===== src/hw/rtl/wftl_pkg.sv =====
// Shared types, constants and status codes for the word frequency table.
package wftl_pkg;

    // Table geometry.
    localparam int TABLE_DEPTH = 64;
    localparam int LIST_MAX    = 16;
    localparam int WORD_BYTES  = 8;

    localparam int SLOT_W = $clog2(TABLE_DEPTH);
    localparam int OCC_W  = $clog2(TABLE_DEPTH + 1);
    localparam int LIM_W  = $clog2(LIST_MAX + 1);

    localparam logic [15:0] COUNT_MAX = 16'hFFFF;

    // Result status codes.
    localparam logic [2:0] ST_COUNTED    = 3'd0;
    localparam logic [2:0] ST_ADDED      = 3'd1;
    localparam logic [2:0] ST_REPLACED   = 3'd2;
    localparam logic [2:0] ST_LIST_ENTRY = 3'd3;
    localparam logic [2:0] ST_LIST_EMPTY = 3'd4;

    // Input action codes.
    localparam logic ACT_RECORD = 1'b0;
    localparam logic ACT_LIST   = 1'b1;

    // Keeps only the low WORD_BYTES bytes of a word.
    function automatic logic [63:0] word_mask_f();
        logic [63:0] m;
        m = '0;
        for (int b = 0; b < WORD_BYTES && b < 8; b++) begin
            m[8*b +: 8] = 8'hFF;
        end
        return m;
    endfunction

    localparam logic [63:0] WORD_MASK = word_mask_f();

    typedef struct packed {
        logic        action;
        logic [63:0] word;
        logic [3:0]  emotion_code;
        logic [31:0] now_seconds;
    } in_item_t;

    typedef struct packed {
        logic [2:0]  status;
        logic [5:0]  slot;
        logic [63:0] word_out;
        logic [15:0] count_out;
        logic [6:0]  entries_in_use;
        logic        last;
    } out_item_t;

    // Commands from the controller to the datapath.
    typedef struct packed {
        logic load;
        logic scan_start;
        logic scan_step;
        logic rec_commit;
        logic list_emit;
        logic emit_empty;
    } cmd_t;

    // Status from the datapath to the controller.
    typedef struct packed {
        logic is_list;
        logic limit_zero;
        logic scan_done;
        logic list_last;
        logic out_free;
    } sts_t;

endpackage


===== src/hw/rtl/wftl_ctrl.sv =====
// Controller state machine of the word frequency table.
module wftl_ctrl (
    input  logic           aclk,
    input  logic           aresetn,
    input  logic           s_valid,
    output logic           s_ready,
    input  wftl_pkg::sts_t sts,
    output wftl_pkg::cmd_t cmd
);
    import wftl_pkg::*;

    localparam logic [2:0] S_IDLE   = 3'd0;
    localparam logic [2:0] S_PREP   = 3'd1;
    localparam logic [2:0] S_SCAN   = 3'd2;
    localparam logic [2:0] S_COMMIT = 3'd3;
    localparam logic [2:0] S_LEMIT  = 3'd4;
    localparam logic [2:0] S_EMPTY  = 3'd5;

    logic [2:0] state_reg;
    logic [2:0] state_next;

    always_ff @(posedge aclk) begin
        if (!aresetn) begin
            state_reg <= S_IDLE;
        end else begin
            state_reg <= state_next;
        end
    end

    // Next state and commands to the datapath.
    always_comb begin
        state_next = state_reg;
        cmd        = '0;
        s_ready    = 1'b0;
        case (state_reg)
            S_IDLE: begin
                s_ready = 1'b1;
                if (s_valid) begin
                    cmd.load   = 1'b1;
                    state_next = S_PREP;
                end
            end
            S_PREP: begin
                cmd.scan_start = 1'b1;
                if (sts.is_list && sts.limit_zero) begin
                    state_next = S_EMPTY;
                end else begin
                    state_next = S_SCAN;
                end
            end
            S_SCAN: begin
                cmd.scan_step = 1'b1;
                if (sts.scan_done) begin
                    state_next = sts.is_list ? S_LEMIT : S_COMMIT;
                end
            end
            S_COMMIT: begin
                if (sts.out_free) begin
                    cmd.rec_commit = 1'b1;
                    state_next     = S_IDLE;
                end
            end
            S_LEMIT: begin
                if (sts.out_free) begin
                    cmd.list_emit = 1'b1;
                    state_next    = sts.list_last ? S_IDLE : S_PREP;
                end
            end
            S_EMPTY: begin
                if (sts.out_free) begin
                    cmd.emit_empty = 1'b1;
                    state_next     = S_IDLE;
                end
            end
            default: begin
                state_next = S_IDLE;
            end
        endcase
    end

endmodule


===== config.mk =====
export PLATFORM = sky130hd
export DESIGN_NAME = wftl_ctrl
export DESIGN_NICKNAME = d
export VERILOG_FILES = /design/src/hw/rtl/wftl_pkg.sv /design/src/hw/rtl/wftl_ctrl.sv
export SDC_FILE = /design/constraint.sdc
export NUM_CORES = 1
export LEC_CHECK = 0
export ABC_AREA = 1
export ABC_CLOCK_PERIOD_IN_PS = 2000
export BUFFER_PORTS_ARGS = -buffer_cell sky130_fd_sc_hd__clkbuf_2
export CAP_MARGIN = 20
export CORE_AREA = 3 3 40 42
export CTS_CLUSTER_SIZE = 24
export DETAILED_ROUTE_END_ITERATION = 8
export DIE_AREA = 0 0 43 45
export PLACE_DENSITY = 0.56
export REMOVE_ABC_BUFFERS = 1
export SYNTH_ARGS = -nofsm -noshare
export SYNTH_HDL_FRONTEND = slang
export SYNTH_SLANG_ARGS = --single-unit

===== constraint.sdc =====
create_clock -name aclk -period 2 [get_ports aclk]
set_input_delay 0.1 -clock aclk [delete_from_list [all_inputs] [get_ports aclk]]
set_output_delay 0.1 -clock aclk [all_outputs]
set_load 0.02 [all_outputs]

==> results of run 1 <==
## cells in the final DEF, fill, tap and decap left out, drive strengths merged
master     n
a21oi      4
clkbuf    18
clkinv     1
clkinvlp   1
dfxtp      3
inv        9
nand2     19
nand3      7
nor2       5
nor3       3
nor4       1
o21ai      1
## worst register-to-register path, stage by stage (launching register included)
cell and delay, ns:
dfxtp_1 0.56, clkinv_4 0.14, nand3_2 0.11, nand2_1 0.07, nor2_2 0.12, nand2_1 0.06
a21oi_1 0.12
## logic make-up (layout without fill, tap and decap cells)
group	Yosys count	count (layout)	share of synthesized area, %
buffers and inverters	12	29	18.4
AOI/OAI and AO/OA	5	5	7.52
and+or+nand+nor	35	35	56.0
DFF	3	3	18.0
## final cells by class
type | instances | area (µm²)
clock buffers | 4 | 26.3
fillers | 146 | 848
inverters | 11 | 50.0
multi-input cells | 40 | 211
flip-flops and latches | 3 | 60.1
well taps | 15 | 18.8
repair buffers | 14 | 70.1
## cells in the mapped netlist (all sizes together)
cell	count
nand2	19
dfxtp	3
clkinvlp	1
nor4	1
o21ai	1
a21oi	4
buf	1
inv	9
nand3	7
nor2	5
nor3	3
clkinv	1
## how the worst max path moves through the flow
stage	startpoint	endpoint	slack, ns	cells after the start
2_1_floorplan	state_reg[2]	cmd[1]	0.55	2
3_3_place_gp	state_reg[2]	state_reg[2]	0.75	6
3_5_place_dp	state_reg[2]	state_reg[2]	0.72	6
4_1_cts	state_reg[2]	cmd[1]	0.50	3
5_1_grt	state_reg[2]	cmd[1]	0.37	3
6_report	state_reg[2]	cmd[1]	0.53	3
## layer usage
metal  routed length (µm)  vias up  GRT usage [%]  share of wire (%)
li1                     -      208              -                  -
met1                  340      161           9.88                 48
met2                  322       10           13.8                 45
met3                   46        0           1.59                6.5
met4                    0        0           3.61                  0
met5                    0        -              0                  0
## per-stage QoR
stage / instance area (µm²) / power (mW) / worst slack [ns] / util [%]
after floorplan: 322 / 0.259 / 0.551 / -
final: 437 / 0.416 / 0.528 / 34.0
after global placement: 410 / 0.317 / 0.750 / 31.9
after detailed placement: 410 / 0.318 / 0.721 / 31.9
after CTS: 437 / 0.425 / 0.501 / 34.0
after global routing: 437 / 0.456 / 0.366 / 34.0
## power by group
group | switching, mW | internal [mW] | total (mW)
sequential | 0.0256 | 0.0729 | 0.0985
clock | 0.0281 | 0.0745 | 0.103
combinational | 0.139 | 0.0757 | 0.215
==> key figures, run 1 <==
Flow run
  • Max_cap viols: 0

Synth
  • Synth area leaders: nand2_1 20%, dfxtp_1 18%, nand3_2 12%
  • Gate Count Post-Synth: 55
  • Mapped Avg Cell Area: 6.05 µm²
  • Post-synthesis sequential area ratio: 18.0%
  • FF+latch count, synth: 3
  • Yosys top cell area share: 20.3%
  • Post-synthesis cell type count: 18
  • Synth Warn #: 0
  • Mapped cell area: 333 µm²
  • Top cell type by total area after synthesis: nand2_1

Floorplanning
  • # rows: 13
  • Die height: 45 µm
  • DIE AREA: 0.00194 mm²
  • Core area: 0.00128 mm²
  • Starting Density: 25.9%
  • Die span in x: 43 µm
  • I/O pins: 15

Clock tree
  • Clock transition at the registers of the reported paths: 0.04 ns
  • Clock H-tree levels: 1
  • Clk root buf: clkbuf_4
  • Num Clock Sinks: 3
  • Post CTS Setup Buffer Count: 0
  • CTS tree: done
  • Hold_buf cts: 0
  • Worst-Skew Late Latency: 0.23 ns
  • Num CTS Buffers: 3
  • Maximum buffer depth of the clock tree: 2
  • Number of gates resized after CTS: 0

Hold path
  • Hold path depth: 3
  • Hold Crit Class: input pin to flip-flop
  • WHS Endpoint: state_reg[0]
  • HP Start: aresetn

Route
  • Via count: 379
  • Post-route DRC: 0
  • Initial drt markers: 7
  • WL final: 708 µm
  • Final ANT Viol Nets: 0
  • DR pass1 iterations: 4
  • Routed vias/inst: 4.36
  • Wire per inst: 8.14 µm

Timing
  • Setup TNS Final: 0 ns
  • Worst slew margin relative to its limit: 72.5%
  • FMAX: 679 MHz
  • Clock Skews: 0.00330 ns
  • Final critical-path share of the clock period: 73.6%
  • Pins over their slew limit: 0
  • Fin crit period: 1.47 ns
  • Measured slew at the worst slew-check pin: 0.412 ns
  • Unrepaired setup endpoints after global routing: false
  • Fin Hold WS: 0.123 ns
  • Final hold vios: 0
  • Setup violations, final: 0

Placed design
  • DPL Wire Length: 619 µm
  • Inst Count DP: 83
  • RD Place Congestion: 0.724
  • IO buf count: 14

Final layout
  • Nets@finish: 81
  • Area growth syn-to-layout: 31.2%
  • Max FFs per register: 3
  • Share of cells above drive strength 1: 41.7%
  • ANT cells: 0
  • Post-Layout Cell Count: 87

GRT
  • Overall Global Routing Usage: 8.08%
  • Vias in the first global route: 330
  • Initial antenna violation count: 0
  • Remaining Overflow, GRT: 0
  • First-pass GRT wire length: 1230 µm
  • Largest net degree at the start of global routing: 9

Worst setup path
  • CP Launch Type: flip-flop
  • Crit. End Element: output pin
  • Slowest library cell on the worst path: dfxtp_1
  • CP arrival: 1.37 ns
  • R2R cell count: 6
  • CP Buf/Inv Count: 2
  • Worst path top cell family by delay: flip-flops
  • Slowest Stage Delay on Critical Path: 0.56 ns
  • Critical path peak fanout: 8
  • Reg-to-reg startpoint: state_reg[2]
  • Worst R2R End: state_reg[2]
  • Setup CP Type: flip-flop to output pin
  • Crit-path cells: clkinv_4 -> nor4_1 -> clkbuf_2
  • Worst EP required: 1.90 ns
  • Reg-to-reg setup timing slack: 0.74 ns

Run status
  • Status: finished, final reports clean

Power
  • Peak VDD IR: 0.000347 V
  • Leakage: 0.239 nW
  • PwrDens: 952 mW/mm²
No activity file was read; power rests on OpenSTA's default activity.
==> run 2: changes to the inputs <==
Settings changed: ABC_CLOCK_PERIOD_IN_PS 2000 to 1400.
Clock period 2 ns to 1.4 ns, I/O delays scaled along.
==> run 2 against run 1 <==
Net effect:
- sequential power rose by 39%
- critical endpoint unchanged
- worst hold slack got worse by 0.034 ns
- clock power rose by 49%
- count of clock-buffer cells in the layout did not move
- global-route usage rose by 1.2 points
- largest power group unchanged
==> key figures, run 2 (synthesis gave the netlist of run 1 again) <==
Run status
  • Status: finished, final reports clean (unchanged)

Clock tree
  • Clk root buf: clkbuf_4 (unchanged)
  • Num CTS Buffers: 3 (unchanged)
  • Num Clock Sinks: 3 (unchanged)
  • Clock H-tree levels: 1 (unchanged)
  • CTS tree: done (unchanged)
  • Hold_buf cts: 0 (unchanged)
  • Worst-Skew Late Latency: 0.23 ns (about the same)
  • Clock transition at the registers of the reported paths: 0.04 ns (about the same)
  • Maximum buffer depth of the clock tree: 2 (unchanged)

Timing
  • Final critical-path share of the clock period: 88.2%
  • Setup violations, final: 0 (unchanged)
  • Final hold vios: 0 (unchanged)
  • Clock Skews: 0.00121 ns (was 0.00330 ns)
  • FMAX: 809 MHz
  • Pins over their slew limit: 0 (unchanged)
  • Fin Hold WS: 0.0887 ns (was 0.123 ns)
  • Measured slew at the worst slew-check pin: 0.224 ns (was 0.412 ns)
  • Unrepaired setup endpoints after global routing: false (unchanged)
  • Worst slew margin relative to its limit: 84.9% (was 72.5%)
  • Fin crit period: 1.24 ns

Floorplanning
  • DIE AREA: 0.00194 mm² (unchanged)
  • Starting Density: 25.9% (unchanged)
  • Die span in x: 43 µm (unchanged)
  • Die height: 45 µm (unchanged)
  • Core area: 0.00128 mm² (unchanged)
  • # rows: 13 (unchanged)
  • I/O pins: 15 (unchanged)

Worst setup path
  • CP Depth: 3 (unchanged)
  • R2R cell count: 7 (was 6)
  • Crit. End Element: output pin (unchanged)
  • Crit-path cells: clkinv_4 -> nor4_1 -> clkbuf_2 (unchanged)
  • Slowest Stage Delay on Critical Path: 0.40 ns (was 0.56 ns)
  • Setup CP Type: flip-flop to output pin (unchanged)
  • Reg-to-reg startpoint: state_reg[1] (was state_reg[2])
  • CP Launch Type: flip-flop (unchanged)
  • Worst path top cell family by delay: flip-flops (unchanged)
  • CP startpoint: state_reg[2] (unchanged)
  • End of the critical path: cmd[1] (unchanged)
  • Worst EP required: 1.33 ns (was 1.90 ns)
  • Critical path peak fanout: 7 (was 8)
  • CP arrival: 1.17 ns (was 1.37 ns)
  • Slowest library cell on the worst path: dfxtp_2 (was dfxtp_1)
  • Reg-to-reg setup timing slack: 0.31 ns (was 0.74 ns)
  • Worst R2R End: state_reg[2] (unchanged)
  • CP Buf/Inv Count: 2 (unchanged)

Placed design
  • Placed instance area: 418 µm² (was 410 µm²)
  • IO buf count: 14 (unchanged)
  • DPL Wire Length: 658 µm (was 619 µm)
  • RD Place Congestion: 0.752 (was 0.724)

GRT
  • Initial antenna violation count: 0 (unchanged)
  • Remaining Overflow, GRT: 0 (unchanged)
  • First-pass GRT wire length: 1300 µm (was 1230 µm)
  • Vias in the first global route: 330 (unchanged)
  • Largest net degree at the start of global routing: 8 (was 9)
  • Overall Global Routing Usage: 9.23% (was 8.08%)

Final layout
  • Commonest non-fill, non-tap cell in the layout: nand2_1 (unchanged)
  • Share of cells above drive strength 1: 43.8% (was 41.7%)
  • Area growth syn-to-layout: 33.8% (was 31.2%)
  • Nets@finish: 82 (was 81)
  • Post-route cell area: 445 µm² (was 437 µm²)
  • Commonest non-fill, non-tap cells in the layout: 18 x nand2_1, 14 x clkbuf_2, 7 x inv_1 (unchanged)
  • # fillers: 152 (was 146)
  • ANT cells: 0 (unchanged)
  • Max FFs per register: 3 (unchanged)

Route
  • Routed vias/inst: 4.11 (was 4.36)
  • Final ANT Viol Nets: 0 (unchanged)
  • Wire per inst: 8.70 µm (was 8.14 µm)
  • WL final: 766 µm (was 708 µm)
  • DR pass1 iterations: 3 (was 4)
  • Post-route DRC: 0 (unchanged)
  • Initial drt markers: 2 (was 7)
  • Via count: 362 (was 379)

Flow run
  • Max_cap viols: 0 (unchanged)

Power
  • Psw: 0.282 mW (was 0.193 mW)
  • Seq pwr share: 22.7% (was 23.7%)
  • Int Pwr: 0.323 mW (was 0.223 mW)
  • Switching part of the total: 46.6% (was 46.3%)
  • Peak VDD IR: 0.000383 V (was 0.000347 V)
  • Leakage: 0.245 nW (was 0.239 nW)
  • Combinational power share: 52.1% (was 51.6%)
  • Clk pwr share: 25.3% (was 24.7%)
  • PwrDens: 1360 mW/mm² (was 952 mW/mm²)

Hold path
  • Hold Crit Class: input pin to flip-flop (unchanged)
run 2: worst min-delay path by stage:
stage / slack (ns) / start / to / depth (start not counted)
2_1_floorplan: 0.22 / aresetn / state_reg[0] / 2
3_3_place_gp: 0.33 / aresetn / state_reg[0] / 3
3_5_place_dp: 0.33 / aresetn / state_reg[1] / 3
4_1_cts: 0.08 / aresetn / state_reg[1] / 3
5_1_grt: 0.13 / aresetn / state_reg[2] / 3
6_report: 0.09 / aresetn / state_reg[1] / 3
run 2: repair_timing:
| action | in CTS | in global routing |
|---|---|---|
| resized for setup | 0 | 1 |
| buffers inserted | 0 | 0 |
| setup endpoints to repair | 0 | 1 |
run 2: layout make-up:
| type | instances | area (µm²) | share of cell area (%) |
|---|---|---|---|
| Multi-Input combinational cell | 40 | 211 | 47.5 |
| Tap cell | 15 | 18.8 | 4.21 |
| Sequential cell | 3 | 61.3 | 13.8 |
| Inverter | 11 | 50.0 | 11.2 |
| Clock buffer | 4 | 26.3 | 5.90 |
| Timing Repair Buffer | 15 | 77.6 | 17.4 |
run 2: power groups by stage:
stage	clock network (mW)	registers [mW]	logic (mW)
global placement	0	0.138	0.319
global route	0.161	0.142	0.352
finish	0.153	0.137	0.315
floorplan	0	0.134	0.236
detailed placement	0	0.138	0.321
CTS	0.159	0.137	0.322
run 2: tightest hold or removal path, cell delays in order:
cell	delay [ns]
clkbuf_2	0.08
inv_1	0.08
a21oi_1	0.04
run 2: stage by stage:
| stage | power, mW | TNS, ns | utilization (%) | instances | worst slack [ns] |
|---|---|---|---|---|---|
| 6_report | 0.605 | 0 | 34.7 | 88 | 0.165 |
| 5_1_grt | 0.656 | 0 | 34.7 | 88 | 0.0657 |
| 2_1_floorplan | 0.371 | -0.0189 | - | 54 | -0.0189 |
| 4_1_cts | 0.618 | 0 | 34.6 | 88 | 0.0342 |
| 3_3_place_gp | 0.457 | 0 | 32.5 | 84 | 0.286 |
| 3_5_place_dp | 0.460 | 0 | 32.5 | 84 | 0.255 |
run 2: layer usage:
metal	up-vias	global-route usage (%)	part of all wire, %
li1	208	-	-
met1	146	10.3	45
met2	8	15.0	50
met3	0	2.39	4.8
met4	0	7.23	0
met5	-	0	0
==> run 3: changes to the inputs <==
Settings changed: RECOVER_POWER set to 50.
==> run 3 against run 2 <==
Net effect:
- critical path depth unchanged
- first-iteration DRC count unchanged
- clock skew hardly changed
- count of clock-buffer cells in the layout did not move
- register-to-register slack lost 0.05 ns
- sequential power about the same
- final cell count did not move
- utilization shrank 0.49 points
- global-route usage is the same
- combinational power shrank 2%
- power shrank 1.1%
- non-clock buffer count unchanged
==> key figures, run 3 (synthesis gave the netlist of run 1 again) <==
Clock tree
  • Clk root buf: clkbuf_4 (unchanged)
  • CTS tree: done (unchanged)
  • Hold_buf cts: 0 (unchanged)
  • Clock transition at the registers of the reported paths: 0.04 ns (about the same)
  • Worst-Skew Late Latency: 0.23 ns (about the same)
  • Clock H-tree levels: 1 (unchanged)
  • Post CTS Setup Buffer Count: 0 (unchanged)
  • Number of gates resized after CTS: 0 (unchanged)
  • Maximum buffer depth of the clock tree: 2 (unchanged)
  • Num Clock Sinks: 3 (unchanged)
  • Num CTS Buffers: 3 (unchanged)

Final layout
  • Utilization after layout: 34.2% (was 34.7%)
  • Commonest non-fill, non-tap cell in the layout: nand2_1 (unchanged)
  • Area growth syn-to-layout: 32.0% (was 33.8%)
  • Max FFs per register: 3 (unchanged)
  • Nets@finish: 82 (unchanged)
  • Commonest non-fill, non-tap cells in the layout: 19 x nand2_1, 13 x clkbuf_2, 7 x inv_1 (was 18 x nand2_1, 14 x clkbuf_2, 7 x inv_1)
  • ANT cells: 0 (unchanged)
  • Share of cells above drive strength 1: 39.7% (was 43.8%)

GRT
  • Remaining Overflow, GRT: 0 (unchanged)
  • Largest net degree at the start of global routing: 8 (unchanged)
  • First-pass GRT wire length: 1300 µm (unchanged)
  • Vias in the first global route: 330 (unchanged)
  • Initial antenna violation count: 0 (unchanged)
  • Overall Global Routing Usage: 9.23% (unchanged)

Flow run
  • Max_cap viols: 0 (unchanged)

Floorplanning
  • Die height: 45 µm (unchanged)
  • Core area: 0.00128 mm² (unchanged)
  • DIE AREA: 0.00194 mm² (unchanged)
  • Die span in x: 43 µm (unchanged)
  • # rows: 13 (unchanged)
  • I/O pins: 15 (unchanged)
  • Starting Density: 25.9% (unchanged)

Timing
  • FMAX: 793 MHz (was 809 MHz)
  • Measured slew at the worst slew-check pin: 0.249 ns (was 0.224 ns)
  • Pins over their slew limit: 0 (unchanged)
  • Final hold vios: 0 (unchanged)
  • Worst slew margin relative to its limit: 83.5% (was 84.9%)
  • Setup TNS Final: 0 ns (unchanged)
  • Fin crit period: 1.26 ns (was 1.24 ns)
  • Setup violations, final: 0 (unchanged)
  • Unrepaired setup endpoints after global routing: false (unchanged)
  • Final critical-path share of the clock period: 90.0% (was 88.2%)
  • Clock Skews: 0.00121 ns (about the same)

Worst setup path
  • CP Buf/Inv Count: 1 (was 2)
  • Reg-to-reg setup timing slack: 0.26 ns (was 0.31 ns)
  • R2R cell count: 7 (unchanged)
  • CP arrival: 1.19 ns (was 1.17 ns)
  • Worst EP required: 1.33 ns (about the same)
  • Critical path peak fanout: 6 (was 7)
  • Crit-path cells: nand2_1 -> nor3_1 -> clkbuf_2 (was clkinv_4 -> nor4_1 -> clkbuf_2)
  • Slowest Stage Delay on Critical Path: 0.43 ns (was 0.40 ns)
  • Worst path top cell family by delay: flip-flops (unchanged)
  • Worst R2R End: state_reg[2] (unchanged)
  • Reg-to-reg startpoint: state_reg[1] (unchanged)
  • CP Launch Type: flip-flop (unchanged)
  • Setup CP Type: flip-flop to output pin (unchanged)
  • Crit. End Element: output pin (unchanged)
  • Slowest library cell on the worst path: dfxtp_1 (was dfxtp_2)

Hold path
  • Hold path depth: 3 (unchanged)
  • HP Start: aresetn (unchanged)
  • WHS Endpoint: state_reg[1] (unchanged)
  • Hold Crit Class: input pin to flip-flop (unchanged)

Placed design
  • IO buf count: 14 (unchanged)
  • DPL Wire Length: 658 µm (unchanged)
  • RD Place Congestion: 0.752 (unchanged)

Power
  • Psw: 0.279 mW (was 0.282 mW)
  • PwrDens: 1360 mW/mm² (about the same)
  • Seq pwr share: 22.7% (about the same)
  • Combinational power share: 51.7% (was 52.1%)
  • Leakage: 0.242 nW (was 0.245 nW)
  • Clk pwr share: 25.5% (was 25.3%)
  • Int Pwr: 0.319 mW (was 0.323 mW)
  • Peak VDD IR: 0.000382 V (was 0.000383 V)
  • Switching part of the total: 46.6% (about the same)

Route
  • Routed vias/inst: 4.10 (was 4.11)
  • Initial drt markers: 2 (unchanged)
  • Post-route DRC: 0 (unchanged)
  • Via count: 361 (was 362)
  • Final ANT Viol Nets: 0 (unchanged)
  • WL final: 768 µm (was 766 µm)
  • DR pass1 iterations: 3 (unchanged)
  • Wire per inst: 8.73 µm (was 8.70 µm)

Run status
  • Status: finished, final reports clean (unchanged)
run 3: cell counts in the layout (fill, tap and decap cells not counted):
Identical to the previous run, type by type.
run 3: worst max path at each step:
stage	from	end	slack (ns)	cells past startpoint
after floorplan	state_reg[2]	cmd[1]	-0.02	2
after global placement	state_reg[2]	state_reg[2]	0.29	6
after detailed placement	state_reg[2]	state_reg[2]	0.25	6
after CTS	state_reg[2]	cmd[1]	0.03	3
after global routing	state_reg[0]	cmd[0]	0.06	3
final	state_reg[0]	cmd[0]	0.14	3
run 3: layout make-up:
type                    count  area, µm²
repair buffers             15       76.3
fillers                   155        846
inverters                  11       50.0
flip-flops and latches      3       61.3
well taps                  15       18.8
clock buffers               4       26.3
multi-input cells          40        206
run 3: tightest hold or removal path, delay by kind of cell:
kind,cells,cell delay [ns]
buf+inv,2,0.16
compound gates,1,0.04
run 3: metal layers:
| layer | vias up | wire length, µm | track usage (%) |
|---|---|---|---|
| met1 | 146 | 347 | 10.3 |
| met2 | 8 | 384 | 15.0 |
| met4 | 0 | 0 | 7.23 |
| met3 | 0 | 37 | 2.39 |
| met5 | - | 0 | 0 |
| li1 | 207 | - | - |
run 3: metrics by stage:
stage | area, µm² | cells | total power, mW | hold WS, ns | setup WS, ns
floorplan | 322 | 54 | 0.371 | 0.221 | -0.0189
global placement | 418 | 84 | 0.457 | 0.331 | 0.286
detailed placement | 418 | 84 | 0.460 | 0.331 | 0.255
CTS | 444 | 88 | 0.618 | 0.0831 | 0.0342
global route | 439 | 88 | 0.648 | 0.135 | 0.0558
finish | 439 | 88 | 0.598 | 0.0887 | 0.140
run 3: power by group through the flow:
stage	logic, mW	clock network (mW)	registers, mW
2_1_floorplan	0.236	0	0.134
3_3_place_gp	0.319	0	0.138
3_5_place_dp	0.321	0	0.138
4_1_cts	0.322	0.159	0.137
5_1_grt	0.346	0.161	0.140
6_report	0.309	0.153	0.136
